--- src/design/pixel_to_world_polar_map_core_macros.svh ---
// Assertion helpers for the polar map core.
`ifndef PIXEL_TO_WORLD_POLAR_MAP_CORE_MACROS_SVH
`define PIXEL_TO_WORLD_POLAR_MAP_CORE_MACROS_SVH
`ifndef SYNTHESIS
`define PWPM_ASSERT_SAME(label, clk, rst, ante, cons) \
   label: assert property (@(posedge clk) disable iff (rst) (ante) |-> (cons)) \
      else $error("assertion failed");
`define PWPM_ASSERT_NEXT(label, clk, rst, ante, cons) \
   label: assert property (@(posedge clk) disable iff (rst) (ante) |=> (cons)) \
      else $error("assertion failed");
`else
`define PWPM_ASSERT_SAME(label, clk, rst, ante, cons)
`define PWPM_ASSERT_NEXT(label, clk, rst, ante, cons)
`endif
`endif

--- src/design/pwpm_pkg.sv ---
package pwpm_pkg;

   typedef enum logic [1:0] {
      CMD_WRITE  = 2'd0,
      CMD_LOOKUP = 2'd1,
      CMD_CLEAR  = 2'd2,
      CMD_NOP    = 2'd3
   } cmd_type;

   typedef enum logic [1:0] {
      ST_OK        = 2'd0,
      ST_OUT_BOUND = 2'd1,
      ST_ZERO_RNG  = 2'd2
   } status_type;

   typedef enum logic [1:0] {
      CSR_WIDTH    = 2'd0,
      CSR_HEIGHT   = 2'd1,
      CSR_CENTER_C = 2'd2,
      CSR_CENTER_R = 2'd3
   } csr_type;

   typedef enum logic [3:0] {
      S_INIT, S_IDLE, S_DECODE, S_SWEEP, S_READ, S_PREP, S_ITER, S_FINISH, S_RESP
   } state_type;

   typedef struct packed {
      logic load_req;
      logic sweep_start;
      logic sweep_step;
      logic prep;
      logic iter;
      logic finish;
   } ctrl_cmd_type;

   typedef struct packed {
      logic is_clear;
      logic quick;
      logic iter_last;
      logic sweep_last;
   } dp_stat_type;

   localparam logic [29:0] CORDIC_GAIN = 30'd652032874;
   localparam logic signed [17:0] PI_Q13 = 18'sd25736;
   localparam logic signed [17:0] TWO_PI_Q13 = 18'sd51472;
   localparam logic signed [20:0] HALF_Q16 = 21'sd102944;
   localparam logic signed [20:0] FULL_Q16 = 21'sd205888;
   localparam logic signed [33:0] POS_MAX = 34'sd8388607;
   localparam logic signed [33:0] POS_MIN = -34'sd8388608;
   localparam logic [12:0] DIST_ALL_ONES = 13'h1FFF;
   localparam logic [16:0] COUNT_MAX = 17'h1FFFF;
   localparam logic [3:0] SQRT_LAST = 4'd12;
   localparam logic [3:0] CORDIC_LAST = 4'd15;

   function automatic logic signed [19:0] atan_q16(input logic [3:0] i);
      logic signed [19:0] a;
      case (i)
         4'd0:    a = 20'sd51472;
         4'd1:    a = 20'sd30386;
         4'd2:    a = 20'sd16055;
         4'd3:    a = 20'sd8150;
         4'd4:    a = 20'sd4091;
         4'd5:    a = 20'sd2047;
         4'd6:    a = 20'sd1024;
         4'd7:    a = 20'sd512;
         4'd8:    a = 20'sd256;
         4'd9:    a = 20'sd128;
         4'd10:   a = 20'sd64;
         4'd11:   a = 20'sd32;
         4'd12:   a = 20'sd16;
         4'd13:   a = 20'sd8;
         4'd14:   a = 20'sd4;
         default: a = 20'sd2;
      endcase
      return a;
   endfunction

endpackage

--- src/design/pwpm_ctrl.sv ---
module pwpm_ctrl
   import pwpm_pkg::*;
(
   input  logic         clock,
   input  logic         reset,
   input  logic         req_valid,
   input  logic         rsp_ready,
   input  dp_stat_type  stat,
   output ctrl_cmd_type cmd,
   output logic         req_ready,
   output logic         rsp_valid
);

   state_type state_ff, state_in;

   always_ff @(posedge clock) begin
      if (reset) begin
         state_ff <= S_INIT;
      end else begin
         state_ff <= state_in;
      end
   end

   always_comb begin
      state_in = state_ff;
      case (state_ff)
         S_INIT:   if (stat.sweep_last) state_in = S_IDLE;
         S_IDLE:   if (req_valid) state_in = S_DECODE;
         S_DECODE: begin
            if (stat.is_clear) state_in = S_SWEEP;
            else if (stat.quick) state_in = S_FINISH;
            else state_in = S_READ;
         end
         S_SWEEP:  if (stat.sweep_last) state_in = S_FINISH;
         S_READ:   state_in = S_PREP;
         S_PREP:   state_in = S_ITER;
         S_ITER:   if (stat.iter_last) state_in = S_FINISH;
         S_FINISH: state_in = S_RESP;
         S_RESP:   if (rsp_ready) state_in = S_IDLE;
         default:  state_in = S_INIT;
      endcase
   end

   always_comb begin
      cmd = '0;
      req_ready = 1'b0;
      rsp_valid = 1'b0;
      case (state_ff)
         S_INIT:   cmd.sweep_step = 1'b1;
         S_IDLE: begin
            req_ready = 1'b1;
            cmd.load_req = req_valid;
         end
         S_DECODE: cmd.sweep_start = stat.is_clear;
         S_SWEEP:  cmd.sweep_step = 1'b1;
         S_PREP:   cmd.prep = 1'b1;
         S_ITER:   cmd.iter = 1'b1;
         S_FINISH: cmd.finish = 1'b1;
         S_RESP:   rsp_valid = 1'b1;
         default:  cmd = '0;
      endcase
   end

endmodule

--- config.mk ---
export PLATFORM = sky130hd
export DESIGN_NAME = pwpm_ctrl
export DESIGN_NICKNAME = d
export VERILOG_FILES = /design/src/design/pixel_to_world_polar_map_core_macros.svh /design/src/design/pwpm_pkg.sv /design/src/design/pwpm_ctrl.sv
export SDC_FILE = /design/constraint.sdc
export NUM_CORES = 1
export LEC_CHECK = 0
export ABC_AREA = 0
export BUFFER_PORTS_ARGS = -buffer_cell sky130_fd_sc_hd__clkbuf_2
export CORE_AREA = 2 2 39 41
export DETAILED_ROUTE_END_ITERATION = 12
export DIE_AREA = 0 0 41 43
export GPL_TIMING_DRIVEN = 0
export PLACE_DENSITY = 0.55
export SYNTH_ARGS = -nofsm -noshare
export SYNTH_HDL_FRONTEND = slang
export SYNTH_SLANG_ARGS = --single-unit
--- constraint.sdc ---
create_clock -name clock -period 3.4 [get_ports clock]
set_clock_uncertainty 0.15 [all_clocks]
set_input_delay 0.51 -clock clock [delete_from_list [all_inputs] [get_ports clock]]
set_output_delay 0.51 -clock clock [all_outputs]
set_load 0.03 [all_outputs]
==> results.sh, run 1 <==
export IMPL_layout_commonest_cell="clkbuf_2"
export IMPL_die_h_um=43
export IMPL_routedWlPerCell_um=11.15
export IMPL_drtAntennaViolNets=0
export IMPL_finalPower_uw=422.7
export IMPL_p_leak_uw=0.0002367
export IMPL_nets=74
export IMPL_setup_violations=0
export IMPL_arrival_ns=1.38
export IMPL_synth_top_area_share_pct=20.85
export IMPL_ys_seq_area_share_pct=20.85
export IMPL_overflow=0
export IMPL_vias=392
export IMPL_fmax_mhz=489.8
export IMPL_drv_slew=0
export IMPL_largestRegisters="state_ff (4)"
export IMPL_ir_worst_vdd_v=0.0002305
export IMPL_post_cts_buffers=0
export IMPL_placed_cell_area_um2=479.2
export IMPL_ctsHoldBuffers=0
export IMPL_gp_congestion=0.7670
export IMPL_fin_crit_sh_pct=60.05
export IMPL_die_x_um=41
export IMPL_p_per_area_nw_per_um2=842.5
export IMPL_fin_tns_setup_ns=0
export IMPL_row_count=14
export IMPL_portBuffers=15
export IMPL_largest_register="state_ff"
export IMPL_clock_latency_ns=0.23
export IMPL_ys_warn_count=0
export IMPL_fp_dieArea_um2=1763
export IMPL_drt_iter0_markers=6
export IMPL_synth_area_per_cell_um2=8.350
export IMPL_viasPerCell=4.900
export IMPL_grt_antenna_before_repair=0
export IMPL_syn_area_um2=384.1
export IMPL_largest_reg_flops=4
export IMPL_cp_required_ns=2.74
export IMPL_drt_pass1_iter_count=3
export IMPL_final_hold_viol_count=0
export IMPL_grt_max_degree=11
export IMPL_cp_max_fo=10
export IMPL_period_needed_ns=2.042
export IMPL_grt_pass1_vias=364
export IMPL_drcViolationCount=0
export IMPL_clock_sinks=4
export IMPL_final_layout_size_suffix_gt1_share_pct=42.19
export IMPL_worst_pin_slew_ns=0.3919
export IMPL_relSlewSlack_pct=73.83
export IMPL_cts_max_level=1
export IMPL_start_kind="flop"
export IMPL_cp_slowest_stage_delay_ns=0.32
export IMPL_yosysTopAreaCell="dfxtp_1"
export IMPL_cts_resized=0
export IMPL_status="finished clean"
export IMPL_design_area_um2=501.7
export IMPL_syn_num_nets=54
export IMPL_start_util_pct=27.76
export IMPL_final_cell_mix="clkbuf_2 (15), nor2_1 (6), clkbuf_4 (4), dfxtp_1 (4)"
export IMPL_grt_usage_pct=11.56
export IMPL_synthCells=46
export IMPL_ys_ff_latch=4
export IMPL_worstPathCellList="buf_4, and2b_4, nor4_4, clkbuf_2"
export IMPL_wirelength_um=892
export IMPL_core_um2=1384
export IMPL_dp_hpwl_um=692.1
export IMPL_areaGrowthSynthToFinish_pct=30.62
export IMPL_holdCritPathClass="input pin to flop"
export IMPL_ys_top_cells_by_area="dfxtp_1 (21%), nor2_1 (5.9%), nor4_4 (5.5%)"
export IMPL_cp_end_kind="output port"
export IMPL_maxCapViolCount=0
export IMPL_cts_reportedPaths_clkPinSlew_ns=0.04
export IMPL_cts_made_buffers=3
export IMPL_cts_root_buf="clkbuf_4"
export IMPL_grt_pass1_wl_mm=1.421
export IMPL_critPathSlowestCell="dfxtp_1"
export IMPL_crit_type="flop to output port"
export IMPL_rsz0062_at_grt="no"
export IMPL_clk_path_buf_depth=2
export IMPL_cts_tree="built"
export IMPL_synth_cell_types=26
export IMPL_diodes=0
export IMPL_pin_count=16
==> area by class of cell <==
type	instances	area (um^2)
sequential	4	80.08
fill	164	882.1
tap	16	20.02
timing repair buffer	15	75.07
multi-input combinational	37	274.0
inverter	2	7.507
buffer	3	22.52
clock buffer	3	22.52
==> through the flow <==
stage	worst slack (ns)	hold slack, ns	std cells	utilization [%]
after floorplan	1.340	0.4324	46	-
after global placement	1.477	0.5249	77	34.63
after detailed placement	1.471	0.5344	77	34.63
after CTS	1.349	0.3649	80	36.26
after global routing	1.260	0.3714	80	36.26
final	1.358	0.3663	80	36.26
==> cells by family after synthesis <==
group	synth area share, %
buffers and inverters	7.818
AOI/OAI and AO/OA	14.33
and+or+nand+nor	47.88
muxes	9.120
DFF	20.85
==> cell usage after synthesis <==
master / instances
nor2_1: 6
dfxtp_1: 4
nand2b_1: 3
nor3_1: 3
a21oi_1: 2
and2b_4: 2
and3_1: 2
buf_4: 2
inv_1: 2
mux2i_1: 2
nor2b_1: 2
o21ai_0: 2
a211oi_2: 1
a21boi_0: 1
a311oi_1: 1
a31oi_1: 1
and2b_1: 1
clkbuf_4: 1
mux2_4: 1
nand2_1: 1
nor4_4: 1
nor4b_2: 1
or2b_1: 1
or3_1: 1
or4b_1: 1
or4bb_1: 1
==> critical path, delay by kind of cell, from the launching register on <==
family | cells | cell delay [ns]
buffers and inverters | 2 | 0.42
DFF | 1 | 0.32
and+or+nand+nor | 2 | 0.41
==> worst paths after layout <==
check / startpoint / depth (start not counted) / slack (ns) / endpoint
min reg2reg: state_ff[2] / 3 / 0.53 / state_ff[2]
max reg2reg: state_ff[1] / 5 / 1.60 / state_ff[0]
max: state_ff[0] / 4 / 1.36 / cmd[3]
min: reset / 2 / 0.37 / state_ff[3]
==> power by group <==
| part | internal [uW] | switching (uW) |
|---|---|---|
| combinational | 127 | 163 |
| clock | 39.5 | 19.6 |
| sequential | 62.0 | 11.2 |
==> metal layers <==
layer	wire length (um)	share of wire [%]	up-vias	global-route usage, %
li1	-	-	204	-
met1	415	47	177	13.87
met2	442	50	11	18.75
met3	34	3.8	0	3.141
met4	0	0	0	4.000
met5	0	0	-	0
Note: power is estimated with default switching activity, not from simulation.
==> inputs of run 2 (changes only) <==
--- a/config.mk
+++ b/config.mk
@@ -11,7 +11,7 @@
 export DETAILED_ROUTE_END_ITERATION = 12
 export DIE_AREA = 0 0 41 43
 export GPL_TIMING_DRIVEN = 0
-export PLACE_DENSITY = 0.55
+export PLACE_DENSITY = 0.57
 export SYNTH_ARGS = -nofsm -noshare
 export SYNTH_HDL_FRONTEND = slang
 export SYNTH_SLANG_ARGS = --single-unit
==> constraint.sdc (replaced) <==
create_clock -name clock -period 1.8 [get_ports clock]
set_clock_uncertainty 0.15 [all_clocks]
set_input_delay 0.27 -clock clock [delete_from_list [all_inputs] [get_ports clock]]
set_output_delay 0.27 -clock clock [all_outputs]
set_load 0.03 [all_outputs]
==> run 2 against run 1 <==
  * Combinational power increased by 130%
  * First-iteration DRC count shrank 17%
  * Utilization grew 4.9 points
  * Critical path depth did not move
  * Non-clock buffer count grew 5
  * Via count up 2.3%
  * Wire length grew 3.1%
  * Count of clock-buffer cells in the layout stayed put
  * Sequential power rose by 93%
  * Critical endpoint unchanged
  * Largest power group unchanged
==> results.sh, run 2 (synthesis results as in run 1) <==
export IMPL_critPathSlowestCell="dfxtp_2"
export IMPL_reg2reg_setup_slack_ns=0.06
export IMPL_die_h_um=43
export IMPL_critPathTopFamily="simple AND/OR/NAND/NOR gates"
export IMPL_fin_ws_ns=0.03483
export IMPL_start_kind="flop"
export IMPL_row_count=14
export IMPL_cts_reportedPaths_clkPinSlew_ns=0.04
export IMPL_cp_end_kind="output port"
export IMPL_relSlewSlack_pct=74.76
export IMPL_drcViolationCount=0
export IMPL_final_cell_mix="clkbuf_2 (14), buf_4 (7), nor2_1 (5)"
export IMPL_fp_dieArea_um2=1763
export IMPL_areaGrowthSynthToFinish_pct=48.21
export IMPL_maxCapViolCount=0
export IMPL_fmax_mhz=566.5
export IMPL_nets=79
export IMPL_ctsHoldBuffers=0
export IMPL_fin_crit_sh_pct=98.07
export IMPL_startpoint="state_ff[1]"
export IMPL_crit_buf_inv=2
export IMPL_grt_pass1_wl_mm=1.455
export IMPL_routedWlPerCell_um=10.82
export IMPL_grt_usage_pct=11.91
export IMPL_largestRegisters="state_ff (4)"
export IMPL_hold_depth=2
export IMPL_pin_count=16
export IMPL_fin_tns_setup_ns=0
export IMPL_top_layer="met4"
export IMPL_grt_max_degree=11
export IMPL_status="finished clean"
export IMPL_cp_required_ns=1.38
export IMPL_worst_path_most_repeated_cell="buf_6"
export IMPL_clock_latency_ns=0.23
export IMPL_period_needed_ns=1.765
export IMPL_portBuffers=15
export IMPL_setup_violations=0
export IMPL_grt_pass1_vias=357
export IMPL_final_layout_size_suffix_gt1_share_pct=49.28
export IMPL_holdWs_ns=0.1260
export IMPL_wl_met3_um=22
export IMPL_drt_met1_wl_um=449
export IMPL_layout_commonest_cell="clkbuf_2"
export IMPL_largest_reg_flops=4
export IMPL_cts_max_level=1
export IMPL_drv_slew=0
export IMPL_clock_sinks=4
export IMPL_place_ws_ns=-0.01981
export IMPL_p_per_area_nw_per_um2=1632
export IMPL_worst_pin_slew_ns=0.3781
export IMPL_largest_register="state_ff"
export IMPL_gp_congestion=0.7342
export IMPL_p_leak_uw=0.0002702
export IMPL_cts_root_buf="clkbuf_4"
export IMPL_drtAntennaViolNets=0
export IMPL_worstPathCellList="buf_6, and2b_4, nor4_4, buf_6"
export IMPL_rr_worst_depth=4
export IMPL_start_util_pct=27.76
export IMPL_cp_slowest_stage_delay_ns=0.32
export IMPL_grt_antenna_before_repair=0
export IMPL_crit_type="flop to output port"
export IMPL_timing_rr_start="state_ff[1]"
export IMPL_arrival_ns=1.35
export IMPL_fill_cells=154
export IMPL_post_route_util_pct=41.14
export IMPL_holdCritPathClass="input pin to flop"
export IMPL_final_hold_viol_count=0
export IMPL_routed_wl_met2_um=432
export IMPL_path_depth=4
export IMPL_ir_worst_vdd_v=0.0003679
export IMPL_viasPerCell=4.718
export IMPL_r2r_end="state_ff[0]"
export IMPL_vias=401
export IMPL_core_um2=1384
export IMPL_cp_max_fo=6
export IMPL_drt_pass1_iter_count=4
export IMPL_rsz0062_at_grt="yes"
export IMPL_dp_hpwl_um=679.3
export IMPL_wirelength_um=920
export IMPL_drt_iter0_markers=5
export IMPL_cts_tree="built"
export IMPL_clk_path_buf_depth=2
export IMPL_place_inst=77
export IMPL_cp_endpoint="cmd[3]"
export IMPL_fin_cells=85
export IMPL_cts_made_buffers=3
export IMPL_diodes=0
export IMPL_die_x_um=41
export IMPL_overflow=0
-- run 2: cell types whose count changed in the layout (fill, tap and decap cells not counted), sizes merged --
cell | before | now
buf | 2 | 9
clkbuf | 19 | 17
-- run 2: metrics by stage --
stage / total power, uW / cell area [um^2]
finish: 929.2 / 569.3
global route: 1010 / 569.3
CTS: 820.8 / 513.0
detailed placement: 700.3 / 488.0
global placement: 698.9 / 488.0
floorplan: 593.9 / 392.9
-- run 2: area by class of cell --
cell class	count	area [um^2]	area share (%)
Tap cell	16	20.02	3.516
Clock buffer	3	22.52	3.956
Sequential cell	4	81.33	14.29
Timing Repair Buffer	20	118.9	20.88
Inverter	2	7.507	1.319
Buffer	3	26.28	4.615
Multi-Input combinational cell	37	292.8	51.43
-- run 2: layer usage --
layer | up-vias | track usage (%)
li1 | 210 | -
met1 | 181 | 17.52
met2 | 8 | 16.25
met3 | 2 | 0
met4 | 0 | 8.000
met5 | - | 0
-- run 2: worst min path at each step --
stage                   to   from
2_1_floorplan  state_ff[3]  reset
3_3_place_gp   state_ff[3]  reset
3_5_place_dp   state_ff[3]  reset
4_1_cts        state_ff[3]  reset
5_1_grt        state_ff[3]  reset
6_report       state_ff[3]  reset
-- run 2: where the power goes --
group	internal (uW)	switching, uW	total, uW
logic	337	343	680
registers	120	21.5	141
clock network	74.4	33.4	108
total	531	398	929
-- run 2: timing repair --
action,4_1_cts,5_1_grt
buffers inserted,0,5
resized for setup,1,7
endpoints found under the setup margin,2,5
pin swaps,0,1
